### config.mk
export PLATFORM = sky130hd
export DESIGN_NAME = fac_back
export DESIGN_NICKNAME = d
export VERILOG_FILES = /design/src/fac_pkg.sv /design/src/fac_back.sv
export SDC_FILE = /design/constraint.sdc
export NUM_CORES = 1
export LEC_CHECK = 0
export BUFFER_PORTS_ARGS = -buffer_cell sky130_fd_sc_hd__buf_2
export CAP_MARGIN = 40
export CORE_ASPECT_RATIO = 0.6
export CORE_MARGIN = 2
export CORE_UTILIZATION = 45
export CTS_BUF_LIST = sky130_fd_sc_hd__clkbuf_16
export DETAILED_ROUTE_END_ITERATION = 8
export HOLD_SLACK_MARGIN = 0.06
export MAX_ROUTING_LAYER = met4
export PLACE_DENSITY = 0.71
export SYNTH_ARGS = -nofsm -noshare
export SYNTH_HDL_FRONTEND = slang
export SYNTH_SLANG_ARGS = --single-unit
### constraint.sdc
create_clock -name clk -period 6.1 [get_ports clk]
set_input_delay 0.61 -clock clk [delete_from_list [all_inputs] [get_ports clk]]
set_output_delay 0.61 -clock clk [all_outputs]
set_load 0.005 [all_outputs]
### src/fac_pkg.sv
// shared types, constants and the crc byte update for the frame address crc checker
package fac_pkg;

	localparam logic [15:0] CRC_POLY      = 16'h1021;
	localparam logic [15:0] CRC_SEED      = 16'hFFFF;
	localparam logic [23:0] ADDRESS_RESET = 24'h31FAB6;
	localparam logic [7:0]  MIN_FRAME_LEN = 8'd5;
	localparam logic [7:0]  COUNT_MAX     = 8'd255;
	localparam int          QUEUE_DEPTH   = 4;
	localparam int          QPTR_W        = $clog2(QUEUE_DEPTH);

	typedef enum logic [1:0] {
		STATUS_VALID     = 2'd0,
		STATUS_BAD_CRC   = 2'd1,
		STATUS_BAD_ADDR  = 2'd2,
		STATUS_TOO_SHORT = 2'd3
	} status_t;

	// one classified byte handed from the front to the back
	typedef struct packed {
		logic       crc_en;
		logic [7:0] crc_byte;
		logic       last;
		logic       too_short;
		logic       addr_bad;
		logic [15:0] rx_crc;
		logic [7:0] length;
	} fac_entry_t;

	// msb-first crc-16 update over one byte
	function automatic logic [15:0] crc_update(input logic [15:0] crc, input logic [7:0] b);
		logic [15:0] c;
		c = crc ^ {b, 8'h00};
		for (int k = 0; k < 8; k++) begin
			if (c[15]) begin
				c = {c[14:0], 1'b0} ^ CRC_POLY;
			end else begin
				c = {c[14:0], 1'b0};
			end
		end
		return c;
	endfunction

endpackage

### src/fac_back.sv
// back part: crc accumulation and the registered result
module fac_back (
	input  logic                 clk,
	input  logic                 arst_n,
	input  logic                 avail,
	input  fac_pkg::fac_entry_t  head,
	output logic                 pop,
	output logic                 res_valid,
	input  logic                 res_ready,
	output fac_pkg::status_t     res_status,
	output logic [15:0]          res_rx_crc,
	output logic [15:0]          res_calc_crc,
	output logic [7:0]           res_length
);

	logic [15:0]       crc_q;
	logic [15:0]       crc_next;
	logic              out_valid_q;
	logic              slot_free;
	fac_pkg::status_t  status_next;

	assign slot_free = !out_valid_q || res_ready;
	assign pop       = avail && (!head.last || slot_free);
	assign res_valid = out_valid_q;

	// crc over the byte leaving the delay line
	always_comb begin
		crc_next = head.crc_en ? fac_pkg::crc_update(crc_q, head.crc_byte) : crc_q;
	end

	// frame verdict, too short first, then address, then crc
	always_comb begin
		priority if (head.too_short) begin
			status_next = fac_pkg::STATUS_TOO_SHORT;
		end else if (head.addr_bad) begin
			status_next = fac_pkg::STATUS_BAD_ADDR;
		end else if (crc_next != head.rx_crc) begin
			status_next = fac_pkg::STATUS_BAD_CRC;
		end else begin
			status_next = fac_pkg::STATUS_VALID;
		end
	end

	// accumulator and output valid
	always_ff @(posedge clk or negedge arst_n) begin
		if (!arst_n) begin
			crc_q       <= fac_pkg::CRC_SEED;
			out_valid_q <= 1'b0;
		end else begin
			if (pop) begin
				crc_q <= head.last ? fac_pkg::CRC_SEED : crc_next;
			end
			if (pop && head.last) begin
				out_valid_q <= 1'b1;
			end else if (res_ready) begin
				out_valid_q <= 1'b0;
			end
		end
	end

	// result payload
	always_ff @(posedge clk) begin
		if (pop && head.last) begin
			res_status   <= status_next;
			res_rx_crc   <= head.rx_crc;
			res_calc_crc <= crc_next;
			res_length   <= head.length;
		end
	end

endmodule

Word-level counts from Yosys, hierarchy flattened:

Index checks and enable logic that the tools add are counted.

* register bits after elaboration: 59
* bits of input ports: 40
* output and inout port bits: 44

* equality and inequality tests: 1
* mux-type cells: 14
* bitwise gates (word level): 9
* reduce and logical (&&, ||, !) cells: 8

Operator list (number)
* $mux 13: 8
* $mux 16: 2
* $not 3->3: 8
* $ne 16x16->1: 1
* $xor 16x16->16: 1
* $mux 1: 4
* $logic_and 1x1->1: 2
* $logic_not 1->1: 2
* $logic_or 1x1->1: 2
* $reduce_bool 2->1: 1
* $reduce_or 2->1: 1

Longest topological paths before layout:

* word-level depth: 21
* depth in mapped cells: 7
* mapped depth without buffers: 6

Worst setup path before layout:

Ideal clock, no wire load.

* kind: register -> register
* start: reg crc_q[13]
* end: reg res_status[0], data pin
* library setup time: 0.261 ns
* arrival time: 2.589 ns
* path slack: 3.250 ns
* cell stages (with the launch flop): 8
* path buffers: 1
* period minus slack after synthesis: 2.850 ns
* cell sequence: dfstp_2 -> clkbuf_1 -> xnor2_1 -> xnor3_1 -> o211a_1 -> a311o_1 -> or4_1 -> o32a_1

* longest elaborated chain between the ends: 12

RTL lines
* from (decl): line fac_back.sv:16 `logic [15:0] crc_q;`
* from (signal assigned): line fac_back.sv:47 `crc_q <= fac_pkg::CRC_SEED;`
* from (signal assigned): line fac_back.sv:51 `crc_q <= head.last ? fac_pkg::CRC_SEED : crc_next;`
* $xor 16x16->16: line fac_pkg.sv:33 `c = crc ^ {b, 8'h00};`
* $mux 13 (5 in a row): line fac_pkg.sv:35 `if (c[15]) begin`
* $not 3->3 (no source line)
* $mux 13: line fac_pkg.sv:35
* $mux 16 (*): line fac_back.sv:28 `crc_next = head.crc_en ? fac_pkg::crc_update(crc_q, head.crc_byte) : crc_q;`
* $ne 16x16->1 (*): line fac_back.sv:37 `end else if (crc_next != head.rx_crc) begin`
* $mux 1 (*): line fac_back.sv:37
* $mux 1 (*): line fac_back.sv:35 `end else if (head.addr_bad) begin`
* to (signal assigned): line fac_back.sv:64 `res_status <= status_next;`
* to (decl): line fac_back.sv:10 `output fac_pkg::status_t res_status,`

Mark *: on every way between the ends. The rest lies on a longest branch, timed or not.
A chain may end at the register's enable or synchronous reset.

Final worst setup path:

* start: reg crc_q[12]
* end: reg res_status[0], data pin

* longest elaborated chain between the ends: 10

RTL lines (line)
* $xor 16x16->16: fac_pkg.sv:33
* $mux 13 (5 in a row): fac_pkg.sv:35
* $mux 16 (*): fac_back.sv:28
* $ne 16x16->1 (*): fac_back.sv:37
* $mux 1 (*): fac_back.sv:37
* $mux 1 (*): fac_back.sv:35

Marks and branches as above.

==> impl_metrics.env <==
export IMPL_outcome="complete, no violations"
export IMPL_die_height_um=66.1
export IMPL_proportion_of_layout_cells_with_a_drive_suffix_above_1_pct=40.3
export IMPL_final_antenna_net_count=0
export IMPL_synth_seq_cells=59
export IMPL_combined_flip_flop_and_latch_cell_area_mm2=0.00171
export IMPL_syn_cell_area_mm2=0.00289
export IMPL_cts_root_buf="clkbuf_16"
export IMPL_std_cell_rows=22
export IMPL_power_per_cell_area_mw_per_mm2=457
export IMPL_die_area_mm2=0.00710
export IMPL_end_kind="register"
export IMPL_insertion_delay_ns=0.32
export IMPL_detail_route_first_pass_iterations=4
export IMPL_number_of_endpoints_failing_setup_at_the_final_stage=0
export IMPL_arrival_time_worst_endpoint_ns=3.02
export IMPL_finalSetupTns_ns=0
export IMPL_antenna_violations_before_repair=0
export IMPL_synth_area_mux_share_pct=4.42
export IMPL_post_synth_inst_count=211
export IMPL_cts_tree="built"
export IMPL_postCtsSetupRepairBufs=0
export IMPL_post_route_min_period_ns=2.95
export IMPL_number_of_enable_type_register_cells_in_the_synthesized_netlist=42
export IMPL_area_growth_synth_to_final_pct=27.7
export IMPL_clock_power_share_pct=27.6
export IMPL_place_detailed_hpwl_um=4670
export IMPL_synth_distinct_cells=45
export IMPL_grt_setup_unrepaired="false"
export IMPL_vdd_drop_max_mv=0.205
export IMPL_cts_resized_gates=0
export IMPL_timing_hold_ws_ns=0.225
export IMPL_cp_start_kind="register"
export IMPL_drt_wl_total_um=6290
export IMPL_worst_path_required_time_ns=6.18
export IMPL_synth_simple_area_share_pct=6.02
export IMPL_yosys_most_used_dff="edfxtp_1"
export IMPL_detailed_route_vias_per_instance=5.12
export IMPL_finalInstanceArea_mm2=0.00369
export IMPL_synthesis_area_per_instance_um2=13.7
export IMPL_io_buffers=83
export IMPL_pwr_share_seq_pct=37.2
export IMPL_yosys_area_top_type_share_pct=43.6
export IMPL_finalHoldViolations=0
export IMPL_synth_top_cells_by_area="edfxtp_1 (44%), dfstp_2 (15%), xnor2_1 (9.7%)"
export IMPL_antenna_cells=0
export IMPL_grt_start_max_net_pins=34
export IMPL_mappedNetlistNets=251
export IMPL_final_period_utilization_pct=48.3
export IMPL_die_w_um=107
export IMPL_crit_fanout=5
export IMPL_gp_congestion=0.884
export IMPL_synth_top_cells_by_count="edfxtp_1 (42), xnor2_1 (32), dfstp_2 (16)"
export IMPL_worst_path_cell_with_the_longest_stage_delay="dfstp_2"
export IMPL_layout_core_utilization_pct=59.9
export IMPL_power_switching_uw=516
export IMPL_filler_cell_count=509
export IMPL_synthDominantAreaCellType="edfxtp_1"
export IMPL_total_clock_buffers_created_by_cts=9
export IMPL_ys_async_sr_fraction_pct=28.8
export IMPL_worst_slew_margin_rel_pct=57.5
export IMPL_setup_worst_path_class="reg2reg"
export IMPL_postPlaceCellArea_mm2=0.00341
export IMPL_core_area_mm2=0.00617
export IMPL_synthesis_yosys_warnings=0
export IMPL_finish_net_count=340
export IMPL_grt_total_usage_pct=20.5
export IMPL_final_setup_skew_ns=0.00374
export IMPL_synth_xor_xnor_area_share_pct=18.1
export IMPL_h_tree_depth=3
export IMPL_power_switching_fraction_pct=30.5
export IMPL_slew_viol_final=0
export IMPL_most_numerous_cell_in_the_yosys_netlist="edfxtp_1"
export IMPL_number_of_drc_violations_after_detailed_routing=0
export IMPL_drt_wirelength_per_cell_um=16.2
export IMPL_cp_cell_sequence="xor2_2 -> xnor3_1 -> o211a_1 -> a311o_1 -> or4_1 -> o32a_1"
export IMPL_max_stage_delay_ns=0.59
export IMPL_transition_time_at_the_pin_with_the_least_slew_margin_ns=0.637
export IMPL_worstHoldPathType="in2async"
export IMPL_start_util_pct=46.9
export IMPL_vias=1990
export IMPL_p_comb_share_pct=35.3
export IMPL_finalPower_mw=1.69
export IMPL_top_level_ports=84
export IMPL_leakage_nw=1.50
export IMPL_clkSlewWorstSetupHoldPaths_ns=0.05
export IMPL_number_of_max_cap_violations=0
export IMPL_synth_compound_area_share_pct=10.3
export IMPL_largest_family_of_logic_cells_by_synthesized_area="XOR/XNOR gates"
export IMPL_global_route_wire_length_before_repair_um=10100
export IMPL_number_of_buffers_added_to_fix_hold_violations_after_cts=0
export IMPL_drt_iter0_markers=90
export IMPL_area_occupied_by_multi_input_gates_mm2=0.00112
export IMPL_clock_fmax_mhz=339
export IMPL_max_buffers_root_to_sink=2
export IMPL_synthesized_area_fraction_occupied_by_adder_cells_pct=0
export IMPL_cts_sinks=59
export IMPL_fraction_of_the_yosys_area_taken_by_sequential_cells_pct=59.0
export IMPL_first_global_vias=1972
export IMPL_grt_overflow_total=0
export IMPL_p_int_mw=1.17
cell families after synthesis:
group,Yosys count
DFF,59
xor gates and xnor gates,48
AOI/OAI and AO/OA,41
and+or+nand+nor,35
buffers and inverters,16
muxes,12
layer usage:
layer  global-route usage (%)  share of wire [%]
met2                     27.5                 39
met1                     28.8                 51
met3                     7.29                8.0
met5                        -                  0
met4                     7.21                1.5
through the flow:
| step | instances | setup WS (ns) |
|---|---|---|
| after floorplan | 211 | 3.25 |
| after detailed placement | 373 | 2.98 |
| after global placement | 372 | 3.02 |
| after global routing | 389 | 3.03 |
| after CTS | 389 | 3.15 |
| final | 389 | 3.15 |
path summary, 6_finish.rpt:
path,slack (ns),cells past startpoint,from,endpoint
setup / recovery,3.15,6,crc_q[12],res_status[0]
max in group asynchronous,5.54,1,arst_n,crc_q[9]
hold reg to reg,0.51,2,crc_q[9],crc_q[9]
setup reg to reg,3.15,6,crc_q[12],res_status[0]
min in group clk,0.46,1,head[6],res_length[6]
hold / removal,0.22,1,arst_n,res_valid
layout make-up:
class / instances / area share, %
flip-flops and latches: 59 / 46.2
multi-input cells: 136 / 30.4
repair buffers: 85 / 12.0
clock buffers: 9 / 6.10
well taps: 84 / 2.85
clock inverters: 7 / 1.46
inverters: 9 / 0.915
critical path: cells and delay by family, from the launching register on:
family / cells / cell delay (ns)
xor gates and xnor gates: 2 / 0.72
DFF: 1 / 0.59
AOI/OAI and AO/OA: 3 / 0.86
and+or+nand+nor: 1 / 0.52
cells in the final DEF (no fill, tap or decap), types with 2 or more instances in the layout:
cell type / instances
buf_2: 83
edfxtp_1: 42
xnor2_1: 32
dfstp_2: 16
nor2_1: 12
a21oi_1: 12
inv_1: 11
o22a_1: 11
clkbuf_16: 9
xor2_1: 8
nand2_1: 7
mux2_2: 6
mux2i_1: 6
xnor3_1: 3
xor3_1: 3
nor2b_1: 3
o21ai_0: 3
clkinv_1: 3
or2_2: 2
nand3b_1: 2
nand3_1: 2
o21a_1: 2
sequential cells by signal (all words and copies together), names as in the netlist:
name	count
res_length	8
res_calc_crc	16
res_status	2
res_valid	1
crc_q	16
res_rx_crc	16
power by group through the flow:
stage	Clock (mW)	Combinational [mW]	Sequential (mW)
2_1_floorplan	0	0.468	0.604
3_3_place_gp	0	0.583	0.633
3_5_place_dp	0	0.590	0.634
4_1_cts	0.474	0.597	0.627
5_1_grt	0.494	0.656	0.639
6_report	0.465	0.596	0.627
No activity file was read; power rests on OpenSTA's default activity.
